**config.mk**
```make
export PLATFORM = sky130hd
export DESIGN_NAME = two_class_priority_fifo_unit
export DESIGN_NICKNAME = d
export VERILOG_FILES = /design/src/tcpf_pkg.sv /design/src/two_class_priority_fifo_unit.sv /design/src/tcpf_store.sv
export SDC_FILE = /design/constraint.sdc
export NUM_CORES = 1
export LEC_CHECK = 0
export ABC_AREA = 0
export BUFFER_PORTS_ARGS = -buffer_cell sky130_fd_sc_hd__buf_2
export CAP_MARGIN = 20
export CORE_MARGIN = 1
export CORE_UTILIZATION = 65
export CTS_BUF_LIST = sky130_fd_sc_hd__clkbuf_4
export DETAILED_ROUTE_END_ITERATION = 12
export GPL_TIMING_DRIVEN = 0
export PLACE_DENSITY = 0.8
export SLEW_MARGIN = 15
export SYNTH_ARGS = -nofsm -noshare
export SYNTH_HDL_FRONTEND = slang
export SYNTH_SLANG_ARGS = --single-unit
```
**constraint.sdc**
```tcl
create_clock -name clock -period 5.56 [get_ports clock]
set_input_delay 0.834 -clock clock [delete_from_list [all_inputs] [get_ports clock]]
set_output_delay 0.834 -clock clock [all_outputs]
set_load 0.02 [all_outputs]
```
**src/tcpf_pkg.sv**
```systemverilog
`timescale 1ns / 1ps

package tcpf_pkg;

   localparam int LIMIT_W          = 5;
   localparam int MODE_W           = 2;
   localparam int STATUS_W         = 2;
   localparam int DEF_MAX_DEPTH    = 16;
   localparam int DEF_PAYLOAD_BITS = 32;

   localparam logic [LIMIT_W-1:0] LIMIT_RESET = 5'd5;

   typedef enum logic [MODE_W-1:0] {
      MODE_PUT      = 2'd0,
      MODE_PRIO_PUT = 2'd1,
      MODE_GET      = 2'd2
   } mode_type;

   typedef enum logic [STATUS_W-1:0] {
      STATUS_DONE  = 2'd0,
      STATUS_FULL  = 2'd1,
      STATUS_EMPTY = 2'd2
   } status_type;

   typedef struct packed {
      logic push;
      logic pop;
   } store_cmd_type;

endpackage

```
**src/two_class_priority_fifo_unit.sv**
```systemverilog
`timescale 1ns / 1ps

// Channel   Direction  Handshake               Payload
// req       in         req_valid / req_ready   req_mode, req_payload
// rsp       out        rsp_valid / rsp_ready   rsp_status, rsp_read_payload,
//                                              rsp_read_was_priority,
//                                              rsp_occupancy, rsp_priority_count
// csr       in         csr_valid / csr_ready   csr_queue_limit
//
// One transaction per cycle is sustained while rsp_ready stays high; a result is held in
// the result register once its request has passed through the input register.
// The queue shifts all entries in parallel.
// Reset empties the queue and sets the limit to 5; csr_ready is always high.
// A stalled result holds the input register, which still accepts while empty.

module two_class_priority_fifo_unit #(
   parameter int MAX_DEPTH    = tcpf_pkg::DEF_MAX_DEPTH,
   parameter int PAYLOAD_BITS = tcpf_pkg::DEF_PAYLOAD_BITS
) (
   input  logic                                clock,
   input  logic                                reset,
   input  logic                                req_valid,
   output logic                                req_ready,
   input  logic [tcpf_pkg::MODE_W-1:0]         req_mode,
   input  logic [PAYLOAD_BITS-1:0]             req_payload,
   output logic                                rsp_valid,
   input  logic                                rsp_ready,
   output logic [tcpf_pkg::STATUS_W-1:0]       rsp_status,
   output logic [PAYLOAD_BITS-1:0]             rsp_read_payload,
   output logic                                rsp_read_was_priority,
   output logic [$clog2(MAX_DEPTH+1)-1:0]      rsp_occupancy,
   output logic [$clog2(MAX_DEPTH+1)-1:0]      rsp_priority_count,
   input  logic                                csr_valid,
   output logic                                csr_ready,
   input  logic [tcpf_pkg::LIMIT_W-1:0]        csr_queue_limit
);
   import tcpf_pkg::*;

   localparam int COUNT_W = $clog2(MAX_DEPTH + 1);
   localparam int IDX_W   = $clog2(MAX_DEPTH);
   localparam int LIM_W   = (COUNT_W > LIMIT_W) ? COUNT_W : LIMIT_W;

   logic                    s1_valid_ff, s1_valid_in;
   logic [MODE_W-1:0]       s1_mode_ff;
   logic [PAYLOAD_BITS-1:0] s1_payload_ff;

   logic [LIMIT_W-1:0]      limit_ff;
   logic [COUNT_W-1:0]      count_ff, count_in;
   logic [COUNT_W-1:0]      prio_ff, prio_in;

   logic                    rsp_valid_ff, rsp_valid_in;
   status_type              status_ff, status_in;
   logic [PAYLOAD_BITS-1:0] read_payload_ff, read_payload_in;
   logic                    read_prio_ff, read_prio_in;

   logic                    advance;
   logic [LIM_W-1:0]        eff_limit;
   logic                    is_full;
   logic                    is_empty;
   store_cmd_type           store_cmd;
   logic [IDX_W-1:0]        store_pos;
   logic [PAYLOAD_BITS-1:0] store_head;

   assign advance     = s1_valid_ff && (!rsp_valid_ff || rsp_ready);
   assign req_ready   = !s1_valid_ff || advance;
   assign s1_valid_in = (req_valid && req_ready) ? 1'b1 : (advance ? 1'b0 : s1_valid_ff);
   assign csr_ready   = 1'b1;

   always_ff @(posedge clock) begin
      if (reset) begin
         s1_valid_ff <= 1'b0;
      end else begin
         s1_valid_ff <= s1_valid_in;
      end
   end

   always_ff @(posedge clock) begin
      if (req_valid && req_ready) begin
         s1_mode_ff    <= req_mode;
         s1_payload_ff <= req_payload;
      end
   end

   always_ff @(posedge clock) begin
      if (reset) begin
         limit_ff <= LIMIT_RESET;
      end else if (csr_valid) begin
         limit_ff <= csr_queue_limit;
      end
   end

   // A limit of zero acts as one, and a limit above the depth as the depth.
   always_comb begin
      eff_limit = LIM_W'(limit_ff);
      if (eff_limit == '0) begin
         eff_limit = LIM_W'(1);
      end
      if (eff_limit > LIM_W'(MAX_DEPTH)) begin
         eff_limit = LIM_W'(MAX_DEPTH);
      end
   end

   assign is_full  = LIM_W'(count_ff) >= eff_limit;
   assign is_empty = (count_ff == '0);

   always_comb begin
      store_cmd       = '0;
      store_pos       = count_ff[IDX_W-1:0];
      count_in        = count_ff;
      prio_in         = prio_ff;
      status_in       = STATUS_DONE;
      read_payload_in = '0;
      read_prio_in    = 1'b0;
      if (advance) begin
         unique case (s1_mode_ff)
            MODE_PUT: begin
               if (is_full) begin
                  status_in = STATUS_FULL;
               end else begin
                  store_cmd.push = 1'b1;
                  count_in       = count_ff + COUNT_W'(1);
               end
            end
            MODE_PRIO_PUT: begin
               if (is_full) begin
                  status_in = STATUS_FULL;
               end else begin
                  store_cmd.push = 1'b1;
                  store_pos      = prio_ff[IDX_W-1:0];
                  count_in       = count_ff + COUNT_W'(1);
                  prio_in        = prio_ff + COUNT_W'(1);
               end
            end
            MODE_GET: begin
               if (is_empty) begin
                  status_in = STATUS_EMPTY;
               end else begin
                  store_cmd.pop   = 1'b1;
                  read_payload_in = store_head;
                  read_prio_in    = (prio_ff != '0);
                  count_in        = count_ff - COUNT_W'(1);
                  if (prio_ff != '0) begin
                     prio_in = prio_ff - COUNT_W'(1);
                  end
               end
            end
            default: begin
               status_in = STATUS_DONE;
            end
         endcase
      end
   end

   tcpf_store #(
      .DEPTH (MAX_DEPTH),
      .WIDTH (PAYLOAD_BITS)
   ) u_store (
      .clock   (clock),
      .cmd     (store_cmd),
      .pos     (store_pos),
      .wr_data (s1_payload_ff),
      .head    (store_head)
   );

   always_ff @(posedge clock) begin
      if (reset) begin
         count_ff <= '0;
         prio_ff  <= '0;
      end else begin
         count_ff <= count_in;
         prio_ff  <= prio_in;
      end
   end

   assign rsp_valid_in = advance ? 1'b1 : (rsp_ready ? 1'b0 : rsp_valid_ff);

   always_ff @(posedge clock) begin
      if (reset) begin
         rsp_valid_ff <= 1'b0;
      end else begin
         rsp_valid_ff <= rsp_valid_in;
      end
   end

   always_ff @(posedge clock) begin
      if (advance) begin
         status_ff       <= status_in;
         read_payload_ff <= read_payload_in;
         read_prio_ff    <= read_prio_in;
      end
   end

   assign rsp_valid             = rsp_valid_ff;
   assign rsp_status            = status_ff;
   assign rsp_read_payload      = read_payload_ff;
   assign rsp_read_was_priority = read_prio_ff;
   assign rsp_occupancy         = count_ff;
   assign rsp_priority_count    = prio_ff;

   // The priority region always lies inside the occupied part of the queue.
   a_prio_within_count: assert property (@(posedge clock) disable iff (reset)
      prio_ff <= count_ff)
      else $error("priority count exceeds occupancy");

   a_count_within_depth: assert property (@(posedge clock) disable iff (reset)
      count_ff <= COUNT_W'(MAX_DEPTH))
      else $error("occupancy exceeds depth");

   // A rejected transaction leaves both counts untouched.
   a_reject_keeps_counts: assert property (@(posedge clock) disable iff (reset)
      advance && (status_in != STATUS_DONE) |=> $stable(count_ff) && $stable(prio_ff))
      else $error("rejected transaction changed the counts");

   // A successful get removes exactly one entry.
   a_get_pops_one: assert property (@(posedge clock) disable iff (reset)
      advance && store_cmd.pop |=> count_ff == $past(count_ff) - COUNT_W'(1))
      else $error("get did not remove exactly one entry");

endmodule

```
**src/tcpf_store.sv**
```systemverilog
`timescale 1ns / 1ps

module tcpf_store #(
   parameter int DEPTH = tcpf_pkg::DEF_MAX_DEPTH,
   parameter int WIDTH = tcpf_pkg::DEF_PAYLOAD_BITS
) (
   input  logic                         clock,
   input  tcpf_pkg::store_cmd_type      cmd,
   input  logic [$clog2(DEPTH)-1:0]     pos,
   input  logic [WIDTH-1:0]             wr_data,
   output logic [WIDTH-1:0]             head
);
   import tcpf_pkg::*;

   localparam int IDX_W = $clog2(DEPTH);

   logic [WIDTH-1:0] entry_ff [DEPTH];
   logic [WIDTH-1:0] entry_in [DEPTH];

   // Every entry looks only at its two neighbors and the write word, so an
   // insert or a pop shifts all entries of the queue in parallel.
   for (genvar i = 0; i < DEPTH; i++) begin : g_entry
      always_comb begin
         entry_in[i] = entry_ff[i];
         if (cmd.push) begin
            if (IDX_W'(i) == pos) begin
               entry_in[i] = wr_data;
            end else if (IDX_W'(i) > pos) begin
               if (i > 0) begin
                  entry_in[i] = entry_ff[(i > 0) ? i - 1 : 0];
               end
            end
         end else if (cmd.pop) begin
            if (i < DEPTH - 1) begin
               entry_in[i] = entry_ff[(i < DEPTH - 1) ? i + 1 : i];
            end
         end
      end

      always_ff @(posedge clock) begin
         entry_ff[i] <= entry_in[i];
      end
   end

   assign head = entry_ff[0];

endmodule

```
==> flow_summary.ini <==
[cts]
path_clk_slew_ns = 0.06
tritoncts = done
clockBufferDepth = 3
cts_root_buf = clkbuf_4
htreeDepth = 4
ctsResizeCount = 0
numCtsBuffers = 154
clk_latency_ns = 1.02
cts_sinks = 598

[place]
gp_congestion = 0.935
dp_hpwl_mm = 65.6
dpl_cell_area_sq_um = 30800
io_buffers = 88
dpl_worst_slack_ns = 1.00

[power]
pwr-share-clk = 0.359
intPower_w = 0.00744
pwr-share-comb = 0.103
switchingPower_w = 0.00267
leakagePower_nw = 11.3
irDropWorstVdd_mv = 0.242
p_sw_frac = 0.264
power_density_nw_per_um2 = 307
seqPwrFrac = 0.538

[min_path]
hold_path_end = limit_ff[2]$_SDFFE_PP1P_
hp-class = input port to register
hp-start = csr_queue_limit[2]
holdPathStages = 2

[route]
wl_met1_mm = 33.7
drt_iter0_drc = 3490
ant_nets = 0
vias = 24521
avgRoutedWirePerCell_microns = 21.6
viasPerCell = 6.11
wl_met3_mm = 11.0
wl_mm = 86.8
route.met2.wl_mm = 38.7
highest-signal-layer = met4
first_pass_iters = 6
drc = 0

[sta]
finalCritPeriodShare = 0.871
rsz0062_at_grt = false
timing.final.ws_setup_ns = 0.717
max_clock_freq_mhz = 206
post-route-min-period_ns = 4.84
slew_headroom = 0.176
setup_viol = 0
worst_slew_pin_slew_ns = 1.24
skew_ns = 0.0446
hold_viol = 0
drv_slew = 0

[yosys]
synth_fa_ha_area_frac = 0.00609
yosys_warnings = 0
synth_area_leaders = edfxtp_1 60%, a21oi_1 16%, nand2_1 7.6%
synth_top_area_frac = 0.598
yosysUniqueCellTypes = 43
synth_nets = 3081
async_reset_ff_frac = 0
synth_compound_area_frac = 0.164
synth_cells = 3024
yosysMostFrequentCell = a21oi_1
synthXorXnorAreaFrac = 0.00240
synth_edf_count = 581
synth_seq_area_share = 0.609
post-synth-top-area-cell = edfxtp_1
syn_avg_cell_area_sq_um = 9.65
dominantRegCellSynth = edfxtp_1
synth-seq-cells = 598
synthMuxAreaShare = 0.0261
synth_common_cells = 910 x a21oi_1, 589 x nand2_1, 581 x edfxtp_1
synth.cell_area_sq_um = 29200
synth_top_family_by_area = compound AO/OA/AOI/OAI gates
yosys.area_share.simple = 0.152

[global_route]
antenna_found_initial = 5
first_global_vias = 23334
track_usage = 0.379
grt_start_max_net_pins = 42
grt_overflow_total = 0
grt_pass1_wl_mm = 131

[critical_path]
cp_cell_sequence = buf_2 -> inv_1 -> ha_1 -> nand2b_1 -> a31oi_1 -> o21ai_1 -> inv_2 -> clkbuf_1 -> nand2_1 -> nand2_1 -> buf_8
slowest_delay_ns = 0.94
r2r_setup_slack_ns = 0.72
cp.arrival_ns = 5.53
critical_path.max_fanout = 20
crit-reg2reg-launch = rsp_occupancy[0]$_SDFFE_PP0P_
cp_num_buf_inv = 5
rr_endpoint = u_store.entry_ff[0][243]$_DFFE_PP_
cpLargestDelayFamily = buffers and inverters
startpoint_type = register
crit_type = register to register
critPathSlowestCell = clkbuf_1
rr_worst_depth = 11
required_ns = 6.25
cpMostUsedCell = nand2_1
critPathCaptureType = register

[die]
initial_core_util = 0.660
die-area_sq_um = 45800
chipWidth_microns = 214
io_pins = 92
core_area_sq_um = 44200
fp-row-count = 77
dieHeight_microns = 214

[run_status]
status = finished, final reports clean

[layout]
final_net_count = 3376
post-route-cell-area_sq_um = 33000
area_growth_pct = 13.0
num-fill-cells = 3186
drive_above_1_share = 0.141

[job]
drv_cap = 0
[area by class of cell]
cell class / instances / area (sq um) / area share
sequential: 598 / 17800 / 0.539
multi-input combinational: 2168 / 10400 / 0.315
clock buffer: 227 / 1700 / 0.0516
buffer: 248 / 1130 / 0.0342
timing repair buffer: 139 / 1090 / 0.0331
tap: 592 / 741 / 0.0224
clock inverter: 29 / 118 / 0.00356
inverter: 10 / 37.5 / 0.00114
antenna: 4 / 10.0 / 0.000303
[how the worst max path moves through the flow]
stage	from	end	slack (ns)	cells past startpoint
after global placement	rsp_occupancy[0]$_SDFFE_PP0P_	u_store.entry_ff[1][206]$_DFFE_PP_	-2.04	10
final	rsp_occupancy[0]$_SDFFE_PP0P_	u_store.entry_ff[0][243]$_DFFE_PP_	0.72	11
after floorplan	rsp_occupancy[0]$_SDFFE_PP0P_	u_store.entry_ff[0][0]$_DFFE_PP_	0.57	11
after detailed placement	rsp_occupancy[0]$_SDFFE_PP0P_	u_store.entry_ff[0][236]$_DFFE_PP_	1.00	11
after global routing	rsp_occupancy[0]$_SDFFE_PP0P_	u_store.entry_ff[0][236]$_DFFE_PP_	0.62	11
after CTS	rsp_occupancy[0]$_SDFFE_PP0P_	u_store.entry_ff[0][243]$_DFFE_PP_	0.96	11
[cell usage in the layout, fill, tap and decap left out, types with 3 or more instances in the layout]
| master | synthesis | layout |
|---|---|---|
| a21oi_1 | 910 | 910 |
| nand2_1 | 589 | 587 |
| edfxtp_1 | 581 | 581 |
| nor2_1 | 474 | 474 |
| clkbuf_4 | 0 | 228 |
| buf_2 | 78 | 166 |
| clkbuf_1 | 133 | 131 |
| dlygate4sd3_1 | 0 | 36 |
| and2_1 | 34 | 33 |
| mux2_1 | 29 | 29 |
| mux2i_1 | 20 | 20 |
| buf_1 | 18 | 18 |
| clkinv_1 | 0 | 17 |
| dfxtp_1 | 17 | 17 |
| mux2_2 | 15 | 15 |
| nand3_1 | 15 | 15 |
| buf_4 | 13 | 13 |
| buf_12 | 0 | 13 |
| o21ai_4 | 0 | 11 |
| ha_1 | 11 | 11 |
| inv_1 | 9 | 9 |
| inv_2 | 1 | 8 |
| nor2b_1 | 9 | 8 |
| xnor2_1 | 8 | 8 |
| buf_6 | 6 | 6 |
| o21ai_0 | 16 | 5 |
| diode_2 | 0 | 4 |
| a21o_1 | 4 | 4 |
| a211oi_1 | 4 | 4 |
| clkinv_2 | 0 | 4 |
| nor3_1 | 3 | 3 |
| mux2_4 | 3 | 3 |
[repair_timing]
action / in CTS / in global routing
endpoints found under the hold margin: 36 / 0
hold buffers: 36 / 0
setup buffers: 0 / 0
[worst reg2reg max path, stage by stage (launching register included)]
cell and delay, ns:
dfxtp_1 0.35, buf_2 0.27, inv_1 0.23, ha_1 0.34
nand2b_1 0.14, a31oi_1 0.31, o21ai_1 0.27, inv_2 0.25
clkbuf_1 0.94, nand2_1 0.56, nand2_1 0.61, buf_8 0.26
[routing by layer]
layer,GRT usage,vias to the layer above
li1,-,11240
met1,0.511,11423
met2,0.577,1659
met3,0.101,199
met4,0.177,0
met5,0,-
[registers in the layout, indices dropped and copies added (netlist names)]
name / count
rsp_read_payload: 32
rsp_status: 2
s1_payload_ff: 32
u_store.entry_ff: 512
limit_ff: 5
s1_mode_ff: 2
rsp_read_was_priority: 1
rsp_occupancy: 5
rsp_priority_count: 5
rsp_valid: 1
s1_valid_ff: 1
[cell families after synthesis]
kind of cell               Yosys count
DFF                                598
muxes                               68
adders and majority gates           13
other                                1
xor gates and xnor gates             8
and+or+nand+nor                   1133
buffers and inverters              258
AOI/OAI and AO/OA                  945
[power by group through the flow]
stage	Sequential, W	Clock, W	Combinational, W
2_1_floorplan	0.00548	0	0.000629
3_3_place_gp	0.00554	0	0.000899
3_5_place_dp	0.00552	0	0.000984
4_1_cts	0.00543	0.00366	0.00101
5_1_grt	0.00545	0.00389	0.00112
6_report	0.00544	0.00363	0.00104
[per-stage QoR]
| stage | std cells | utilization | power, W | TNS, ns | hold WS (ns) |
|---|---|---|---|---|---|
| 6_report | 4015 | 0.746 | 0.0101 | 0 | 0.0777 |
| 5_1_grt | 4013 | 0.746 | 0.0105 | 0 | 0.0411 |
| 4_1_cts | 4011 | 0.746 | 0.0101 | 0 | 0.00511 |
| 3_5_place_dp | 3719 | 0.697 | 0.00651 | 0 | 0.509 |
| 3_3_place_gp | 3704 | 0.687 | 0.00644 | -545.52 | 0.483 |
| 2_1_floorplan | 3024 | - | 0.00611 | 0 | 0.484 |
Power figures use the tool's default switching activity.
